**config.mk**
```make
export PLATFORM = sky130hd
export DESIGN_NAME = psg_register_file_wave_ram_unit
export DESIGN_NICKNAME = d
export VERILOG_FILES = /design/src/rtl/psgrf_pkg.sv /design/src/rtl/psgrf_ctrl.sv /design/src/rtl/psgrf_datapath.sv /design/src/rtl/psg_register_file_wave_ram_unit.sv
export VERILOG_INCLUDE_DIRS = /design/src /design/src/rtl
export SDC_FILE = /design/constraint.sdc
export NUM_CORES = 2
export LEC_CHECK = 0
export BUFFER_PORTS_ARGS = -buffer_cell sky130_fd_sc_hd__buf_2
export CAP_MARGIN = 20
export CELL_PAD_IN_SITES_DETAIL_PLACEMENT = 1
export CELL_PAD_IN_SITES_GLOBAL_PLACEMENT = 2
export CORE_UTILIZATION = 35
export CTS_CLUSTER_SIZE = 14
export DETAILED_ROUTE_END_ITERATION = 10
export PLACE_DENSITY_LB_ADDON = 0.1
export REMOVE_ABC_BUFFERS = 1
export SYNTH_ARGS = -nofsm -noshare
export SYNTH_HDL_FRONTEND = slang
export SYNTH_SLANG_ARGS = --single-unit
```
**constraint.sdc**
```tcl
create_clock -name clk -period 3.7 [get_ports clk]
set_input_delay 1.11 -clock clk [delete_from_list [all_inputs] [get_ports clk]]
set_output_delay 1.11 -clock clk [all_outputs]
set_load 0.03 [all_outputs]
```
**src/rtl/assert_macros.svh**
```systemverilog
// Assertion macros shared by the register-file RTL.
// No dependencies; compiled away when SYNTHESIS is defined.
`ifndef ASSERT_MACROS_SVH
`define ASSERT_MACROS_SVH

`ifndef SYNTHESIS

// Property checked at every rising clock edge outside of reset.
`define ASSERT_CLK(label, clk, rst_n, prop) \
    label: assert property (@(posedge clk) disable iff (!rst_n) prop) \
        else $error("assertion failed");

// Expression that must never be true outside of reset.
`define ASSERT_NEVER(label, clk, rst_n, expr) \
    label: assert property (@(posedge clk) disable iff (!rst_n) !(expr)) \
        else $error("forbidden condition seen");

`else

`define ASSERT_CLK(label, clk, rst_n, prop)
`define ASSERT_NEVER(label, clk, rst_n, expr)

`endif

`endif

```
**src/rtl/psgrf_pkg.sv**
```systemverilog
// Shared types and constants of the sound generator register file.
// No dependencies.
package psgrf_pkg;

    localparam int ADDR_W    = 4;
    localparam int DATA_W    = 8;
    localparam int CHSEL_W   = 3;
    localparam int SAMPLE_W  = 5;
    localparam int FREQ_HI_W = 4;

    // Register numbers
    localparam logic [ADDR_W-1:0] REG_CHSEL    = 4'd0;
    localparam logic [ADDR_W-1:0] REG_VOLUME   = 4'd1;
    localparam logic [ADDR_W-1:0] REG_FREQ_LO  = 4'd2;
    localparam logic [ADDR_W-1:0] REG_FREQ_HI  = 4'd3;
    localparam logic [ADDR_W-1:0] REG_CONTROL  = 4'd4;
    localparam logic [ADDR_W-1:0] REG_BALANCE  = 4'd5;
    localparam logic [ADDR_W-1:0] REG_WAVE     = 4'd6;
    localparam logic [ADDR_W-1:0] REG_NOISE    = 4'd7;
    localparam logic [ADDR_W-1:0] REG_LFO_FREQ = 4'd8;
    localparam logic [ADDR_W-1:0] REG_LFO_CTRL = 4'd9;

    localparam logic [DATA_W-1:0] CTRL_RESET      = 8'h80;
    localparam int                CTRL_DIRECT_BIT = 6;

    // Commands from controller to datapath
    typedef struct packed {
        logic wr;   // perform a register write this cycle
        logic rd;   // capture read data this cycle
    } cmd_t;

endpackage

```
**src/rtl/psgrf_ctrl.sv**
```systemverilog
// Access controller: accepts items and sequences the read response strobe.
// Depends on psgrf_pkg.
module psgrf_ctrl (
    input  logic            clk,
    input  logic            rst_n,
    input  logic            start,
    input  logic            req_type,
    output psgrf_pkg::cmd_t cmd,
    output logic            busy,
    output logic            done
);

    typedef enum logic {
        ST_IDLE,
        ST_RESP
    } state_t;

    state_t state_reg;
    state_t state_next;
    logic   busy_reg;
    logic   done_reg;
    logic   accept;

    assign accept = start && (state_reg == ST_IDLE);

    always_comb
    begin
        cmd.wr = accept && req_type;
        cmd.rd = accept && !req_type;
    end

    always_comb
    begin
        state_next = state_reg;
        case (state_reg)
            ST_IDLE:
            begin
                if (cmd.rd)
                begin
                    state_next = ST_RESP;
                end
            end
            ST_RESP:
            begin
                state_next = ST_IDLE;
            end
            default:
            begin
                state_next = ST_IDLE;
            end
        endcase
    end

    always_ff @(posedge clk or negedge rst_n)
    begin
        if (!rst_n)
        begin
            state_reg <= ST_IDLE;
            busy_reg  <= 1'b0;
            done_reg  <= 1'b0;
        end
        else
        begin
            state_reg <= state_next;
            busy_reg  <= (state_next == ST_RESP);
            done_reg  <= (state_next == ST_RESP);
        end
    end

    assign busy = busy_reg;
    assign done = done_reg;

endmodule

```
**src/rtl/psgrf_datapath.sv**
```systemverilog
// Register file datapath: global and per-channel registers, wave RAM, read mux.
// Depends on psgrf_pkg; driven by psgrf_ctrl commands.
module psgrf_datapath #(
    parameter int NUM_CHANNELS  = 6,
    parameter int WAVE_DEPTH    = 32,
    parameter int NO_DATA_VALUE = 255
) (
    input  logic                             clk,
    input  logic                             rst_n,
    input  psgrf_pkg::cmd_t                  cmd,
    input  logic [psgrf_pkg::ADDR_W-1:0]     reg_addr,
    input  logic [psgrf_pkg::DATA_W-1:0]     write_data,
    output logic [psgrf_pkg::DATA_W-1:0]     read_data
);

    localparam int CH_W  = (NUM_CHANNELS > 1) ? $clog2(NUM_CHANNELS) : 1;
    localparam int IDX_W = $clog2(WAVE_DEPTH);
    localparam logic [IDX_W-1:0] IDX_LAST = IDX_W'(WAVE_DEPTH - 1);
    localparam logic [psgrf_pkg::CHSEL_W-1:0] CH_COUNT =
        psgrf_pkg::CHSEL_W'(NUM_CHANNELS);
    localparam logic [psgrf_pkg::DATA_W-1:0] NO_DATA =
        psgrf_pkg::DATA_W'(NO_DATA_VALUE);

    logic [psgrf_pkg::CHSEL_W-1:0]   chsel_reg;
    logic [psgrf_pkg::DATA_W-1:0]    volume_reg;
    logic [psgrf_pkg::DATA_W-1:0]    lfo_freq_reg;
    logic [psgrf_pkg::DATA_W-1:0]    lfo_ctrl_reg;
    logic [psgrf_pkg::DATA_W-1:0]    freq_lo_reg [NUM_CHANNELS];
    logic [psgrf_pkg::FREQ_HI_W-1:0] freq_hi_reg [NUM_CHANNELS];
    logic [psgrf_pkg::DATA_W-1:0]    ctrl_reg    [NUM_CHANNELS];
    logic [psgrf_pkg::DATA_W-1:0]    balance_reg [NUM_CHANNELS];
    logic [psgrf_pkg::DATA_W-1:0]    noise_reg   [NUM_CHANNELS];
    logic [IDX_W-1:0]                idx_reg     [NUM_CHANNELS];
    logic [WAVE_DEPTH-1:0]           wave_vld_reg [NUM_CHANNELS];

    logic [psgrf_pkg::SAMPLE_W-1:0]  wave_mem [NUM_CHANNELS][WAVE_DEPTH];
    logic [psgrf_pkg::SAMPLE_W-1:0]  wave_rd_reg;
    logic                            wave_hit_reg;
    logic                            sel_wave_reg;
    logic [psgrf_pkg::DATA_W-1:0]    rd_mux_reg;

    logic                            ch_ok;
    logic [CH_W-1:0]                 ch;
    logic [IDX_W-1:0]                cur_idx;
    logic [IDX_W-1:0]                idx_next;
    logic [IDX_W-1:0]                wr_idx;
    logic                            direct;
    logic                            wave_we;
    logic [psgrf_pkg::DATA_W-1:0]    rd_value;

    assign ch_ok = (chsel_reg < CH_COUNT);
    // out-of-range channel is clamped so array indexes stay legal
    assign ch    = ch_ok ? chsel_reg[CH_W-1:0] : '0;

    assign cur_idx  = idx_reg[ch];
    assign idx_next = (cur_idx == IDX_LAST) ? '0 : cur_idx + 1'b1;
    assign direct   = ctrl_reg[ch][psgrf_pkg::CTRL_DIRECT_BIT];
    assign wr_idx   = direct ? '0 : cur_idx;
    assign wave_we  = cmd.wr && ch_ok && (reg_addr == psgrf_pkg::REG_WAVE);

    always_ff @(posedge clk or negedge rst_n)
    begin
        if (!rst_n)
        begin
            chsel_reg    <= '0;
            volume_reg   <= '0;
            lfo_freq_reg <= '0;
            lfo_ctrl_reg <= '0;
            for (int i = 0; i < NUM_CHANNELS; i++)
            begin
                freq_lo_reg[i]  <= '0;
                freq_hi_reg[i]  <= '0;
                ctrl_reg[i]     <= psgrf_pkg::CTRL_RESET;
                balance_reg[i]  <= '0;
                noise_reg[i]    <= '0;
                idx_reg[i]      <= '0;
                wave_vld_reg[i] <= '0;
            end
        end
        else if (cmd.wr)
        begin
            if (reg_addr == psgrf_pkg::REG_CHSEL)
            begin
                chsel_reg <= write_data[psgrf_pkg::CHSEL_W-1:0];
            end
            else if (ch_ok)
            begin
                case (reg_addr)
                    psgrf_pkg::REG_VOLUME:   volume_reg      <= write_data;
                    psgrf_pkg::REG_FREQ_LO:  freq_lo_reg[ch] <= write_data;
                    psgrf_pkg::REG_FREQ_HI:
                        freq_hi_reg[ch] <= write_data[psgrf_pkg::FREQ_HI_W-1:0];
                    psgrf_pkg::REG_CONTROL:  ctrl_reg[ch]    <= write_data;
                    psgrf_pkg::REG_BALANCE:  balance_reg[ch] <= write_data;
                    psgrf_pkg::REG_WAVE:
                    begin
                        wave_vld_reg[ch][wr_idx] <= 1'b1;
                        if (!direct)
                        begin
                            idx_reg[ch] <= idx_next;
                        end
                    end
                    psgrf_pkg::REG_NOISE:    noise_reg[ch]   <= write_data;
                    psgrf_pkg::REG_LFO_FREQ: lfo_freq_reg    <= write_data;
                    psgrf_pkg::REG_LFO_CTRL: lfo_ctrl_reg    <= write_data;
                    default:
                    begin
                    end
                endcase
            end
        end
    end

    // wave RAM: one write port, one registered read port
    always_ff @(posedge clk)
    begin
        if (wave_we)
        begin
            wave_mem[ch][wr_idx] <= write_data[psgrf_pkg::SAMPLE_W-1:0];
        end
        if (cmd.rd)
        begin
            wave_rd_reg  <= wave_mem[ch][cur_idx];
            wave_hit_reg <= wave_vld_reg[ch][cur_idx];
        end
    end

    always_comb
    begin
        rd_value = NO_DATA;
        if (reg_addr == psgrf_pkg::REG_CHSEL)
        begin
            rd_value = {{(psgrf_pkg::DATA_W - psgrf_pkg::CHSEL_W){1'b0}}, chsel_reg};
        end
        else if (ch_ok)
        begin
            case (reg_addr)
                psgrf_pkg::REG_VOLUME:   rd_value = volume_reg;
                psgrf_pkg::REG_FREQ_LO:  rd_value = freq_lo_reg[ch];
                psgrf_pkg::REG_FREQ_HI:
                    rd_value = {{(psgrf_pkg::DATA_W - psgrf_pkg::FREQ_HI_W){1'b0}},
                                freq_hi_reg[ch]};
                psgrf_pkg::REG_CONTROL:  rd_value = ctrl_reg[ch];
                psgrf_pkg::REG_BALANCE:  rd_value = balance_reg[ch];
                psgrf_pkg::REG_NOISE:    rd_value = noise_reg[ch];
                psgrf_pkg::REG_LFO_FREQ: rd_value = lfo_freq_reg;
                psgrf_pkg::REG_LFO_CTRL: rd_value = lfo_ctrl_reg;
                default:                 rd_value = NO_DATA;
            endcase
        end
    end

    always_ff @(posedge clk)
    begin
        if (cmd.rd)
        begin
            rd_mux_reg   <= rd_value;
            sel_wave_reg <= ch_ok && (reg_addr == psgrf_pkg::REG_WAVE);
        end
    end

    // never-written wave entries read as zero
    always_comb
    begin
        if (sel_wave_reg)
        begin
            read_data = wave_hit_reg
                ? {{(psgrf_pkg::DATA_W - psgrf_pkg::SAMPLE_W){1'b0}}, wave_rd_reg}
                : '0;
        end
        else
        begin
            read_data = rd_mux_reg;
        end
    end

endmodule

```
**src/rtl/psg_register_file_wave_ram_unit.sv**
```systemverilog
// Top level of the sound generator register file with per-channel wave RAM.
// Depends on psgrf_pkg, psgrf_ctrl, psgrf_datapath and assert_macros.svh.
//
// An item is taken when start is high and busy is low. A write completes in
// the cycle it is accepted and a new item may be started in the next cycle.
// For a read, the wave RAM read port and the register mux are
// captured at the accept edge, and the result is on read_data with done high
// for exactly the following cycle, during which busy is high. The receiver
// cannot stall; done is a one-cycle strobe. The wave RAM needs no clearing
// pass after reset: a valid bit per entry makes unwritten samples read as 0.
module psg_register_file_wave_ram_unit #(
    parameter int NUM_CHANNELS  = 6,
    parameter int WAVE_DEPTH    = 32,
    parameter int NO_DATA_VALUE = 255
) (
    input  logic                         clk,
    input  logic                         rst_n,
    input  logic                         start,
    output logic                         busy,
    input  logic                         req_type,
    input  logic [psgrf_pkg::ADDR_W-1:0] reg_addr,
    input  logic [psgrf_pkg::DATA_W-1:0] write_data,
    output logic                         done,
    output logic [psgrf_pkg::DATA_W-1:0] read_data
);

    `include "assert_macros.svh"

    psgrf_pkg::cmd_t cmd;

    psgrf_ctrl u_ctrl (
        .clk      (clk),
        .rst_n    (rst_n),
        .start    (start),
        .req_type (req_type),
        .cmd      (cmd),
        .busy     (busy),
        .done     (done)
    );

    psgrf_datapath #(
        .NUM_CHANNELS  (NUM_CHANNELS),
        .WAVE_DEPTH    (WAVE_DEPTH),
        .NO_DATA_VALUE (NO_DATA_VALUE)
    ) u_datapath (
        .clk        (clk),
        .rst_n      (rst_n),
        .cmd        (cmd),
        .reg_addr   (reg_addr),
        .write_data (write_data),
        .read_data  (read_data)
    );

    `ASSERT_CLK(a_read_responds, clk, rst_n, (start && !busy && !req_type) |=> done)
    `ASSERT_CLK(a_write_silent, clk, rst_n, (start && !busy && req_type) |=> !done)
    `ASSERT_CLK(a_done_single, clk, rst_n, done |=> !done)
    `ASSERT_NEVER(a_cmd_exclusive, clk, rst_n, cmd.wr && cmd.rd)

endmodule

```
==> flow_metrics.py <==
metrics = {
    "cells_and_area": {
        "largest_reg_flops": 960,
        "drive_above_1_share_pct": 34.0,
        "diodes": 0,
        "final_area_um2": 71400,
        "num-nets-final": 4232,
        "syn2layout_area_growth_pct": 20.3,
    },
    "clocking": {
        "cts_buffers": 163,
        "cts_hold_buf": 0,
        "clk_pin_slew_ps": 60,
        "cts_max_level": 4,
        "clock_latency_ps": 810,
        "clk_path_buf_depth": 3,
        "clockRootBuffer": "clkbuf_16",
        "cts_tree": "done",
        "cts_sinks": 1441,
    },
    "route": {
        "postRouteAntennaNets": 0,
        "wl_mm": 192,
        "via_count": 35400,
        "wire_per_inst_um": 29.3,
        "firstDrtPassIters": 8,
        "viasPerCell": 5.40,
        "first_iter_violations": 2802,
        "drcViolationCount": 0,
    },
    "floorplan": {
        "initial_core_util_pct": 35.4,
        "ios": 26,
        "die-height_um": 414,
        "die-area_um2": 171000,
        "fp.coreArea_um2": 168000,
        "die_width_um": 414,
        "row_count": 150,
    },
    "timing": {
        "layout_setup_ws_ps": 118,
        "fmax_mhz": 279,
        "fin_crit_sh_pct": 96.8,
        "finClkSkew_ps": 30.1,
        "fin_crit_ps": 3580,
        "hold_violations": 0,
        "worstMarginPinSlew_ps": 942,
        "setup_viol": 0,
        "max-slew-margin-rel_pct": 36.6,
        "setup_tns_ps": 0,
        "drv_slew": 0,
        "rsz0062_at_grt": "true",
    },
    "placed_design": {
        "placed_area_um2": 65800,
        "place_congestion": 0.857,
        "preCtsSetupSlack_ps": -110,
        "port_buffers": 25,
        "dp_hpwl_mm": 128,
    },
    "critical_path": {
        "required_ps": 4240,
        "critPathArrivalTime_ps": 4120,
        "worst-setup-path-type": "flip-flop to flip-flop",
        "endpoint_kind": "flip-flop",
        "startpoint_type": "flip-flop",
        "cp_max_fo": 26,
    },
    "pwr": {
        "p_leak_nw": 27.4,
        "powerDensity_nw_per_um2": 565,
        "ir_drop_mv": 0.475,
    },
    "grt": {
        "grt_use_total_pct": 22.8,
        "grt_pass1_wl_mm": 281,
        "grt_max_degree": 117,
        "antenna_found_initial": 1,
        "grt_pass1_vias": 38200,
        "grt_overflow_total": 0,
    },
    "synth": {
        "synthTopCellsByCount": "edfxtp_1, dfrtp_1, nand2_1",
        "synth_edf_count": 975,
        "synth.most_common_cell": "edfxtp_1",
        "ys_warn_count": 0,
        "yosys.cell_types.count": 89,
        "ys.flop_type": "edfxtp_1",
        "synth_cells": 3695,
        "ys_seq_area_share_pct": 69.0,
        "postSynthAreaPerCell_um2": 16.1,
        "synth_area_um2": 59300,
        "synth_area_leaders": "edfxtp_1, dfrtp_1, mux4_2, mux2_2, nand2_1",
        "ys_ff_latch": 1441,
        "synth_top_area_share_pct": 49.3,
        "synth_top_area_cell": "edfxtp_1",
        "async_reset_ff_share_pct": 32.3,
    },
    "flow_run": {
        "drv_cap": 0,
    },
    "run_status": {
        "status": "complete, no violations",
    },
    "min_path": {
        "hp-class": "input port to asynchronous set/reset pin",
    },
}
final cells by class:
| cell class | instances | area [um2] |
|---|---|---|
| clock buffers | 222 | 4450 |
| multi-input cells | 2030 | 17300 |
| inverters | 13 | 56.3 |
| fillers | 16500 | 96400 |
| clock inverters | 82 | 881 |
| flip-flops and latches | 1441 | 40900 |
| repair buffers | 561 | 4940 |
| well taps | 2204 | 2760 |
placed cells by master, fill, tap and decap left out, types with 16 or more instances in the layout:
| cell | synthesis | layout |
|---|---|---|
| nand2_1 | 378 | 371 |
| buf_2 | 51 | 19 |
| clkinv_2 | 0 | 28 |
| mux4_2 | 247 | 247 |
| nor2_1 | 267 | 259 |
| a22oi_1 | 47 | 46 |
| nand3_1 | 70 | 70 |
| or2_1 | 132 | 132 |
| a31oi_1 | 28 | 28 |
| buf_4 | 40 | 475 |
| mux2i_1 | 89 | 82 |
| buf_12 | 1 | 52 |
| a211oi_1 | 17 | 16 |
| clkbuf_1 | 82 | 46 |
| edfxtp_1 | 975 | 975 |
| o22ai_1 | 21 | 21 |
| clkinv_1 | 1 | 19 |
| clkbuf_16 | 0 | 165 |
| a21oi_1 | 126 | 121 |
| o211ai_1 | 18 | 18 |
| nor2_2 | 14 | 19 |
| or2_2 | 61 | 61 |
| o21ai_0 | 38 | 38 |
| dfrtp_1 | 460 | 460 |
| mux2_2 | 275 | 275 |
per-stage QoR:
stage | hold slack [ps] | total power [mW] | utilization, % | std cells
final | 154 | 40.4 | 42.5 | 6553
after global routing | 117 | 41.7 | 42.5 | 6553
after CTS | 95.0 | 40.9 | 42.5 | 6551
after detailed placement | 445 | 24.4 | 39.2 | 6246
after global placement | 441 | 24.4 | 39.2 | 6246
after floorplan | 428 | 21.4 | - | 3484
kinds of logic after synthesis:
kind of cell | share of synthesized area [%]
AOI/OAI and AO/OA | 4.76
xor gates and xnor gates | 0.0295
adders and majority gates | 0.126
buffers and inverters | 2.15
DFF | 69.0
muxes | 16.2
and+or+nand+nor | 7.70
power by group:
part,internal (mW),switching [mW]
clock network,9.51,6.75
registers,17.4,0.108
logic,2.42,4.15
worst paths after layout:
kind	startpoint	to	slack, ps	depth (start not counted)
min in group clk	u_datapath.wave_vld_reg[170]	u_datapath.wave_vld_reg[170]	460	1
setup / recovery	u_datapath.chsel_reg[2]	u_datapath.wave_hit_reg	120	12
max in group asynchronous	rst_n	u_datapath.wave_vld_reg[97]	2530	2
hold / removal	rst_n	u_datapath.noise_reg[18]	150	1
setup reg to reg	u_datapath.chsel_reg[2]	u_datapath.wave_hit_reg	120	12
hold reg to reg	u_datapath.wave_vld_reg[170]	u_datapath.wave_vld_reg[170]	460	1
worst max-delay path: stages, from the launching register on:
cell and delay, ps:
dfrtp_1 400, inv_1 130, ha_4 210, mux2i_2 280
mux2i_2 140, a22oi_4 270, buf_12 180, buf_16 220
buf_6 210, mux4_2 530, a21oi_2 220, o31a_1 320
o32ai_1 160
per-layer routing:
| layer | wire length, um | vias up | GRT usage, % |
|---|---|---|---|
| met3 | 7340 | 225 | 3.32 |
| met4 | 4210 | 0 | 5.85 |
| met5 | 0 | - | 0 |
| met1 | 88800 | 19300 | 32.3 |
| li1 | - | 15100 | - |
| met2 | 92000 | 729 | 36.7 |
what timing repair did:
item,in CTS,in global routing
setup buffers,0,2
setup endpoints to repair,5,495
gates resized for setup,11,32
gates cloned,1,0
Note: power is estimated with default switching activity, not from simulation.
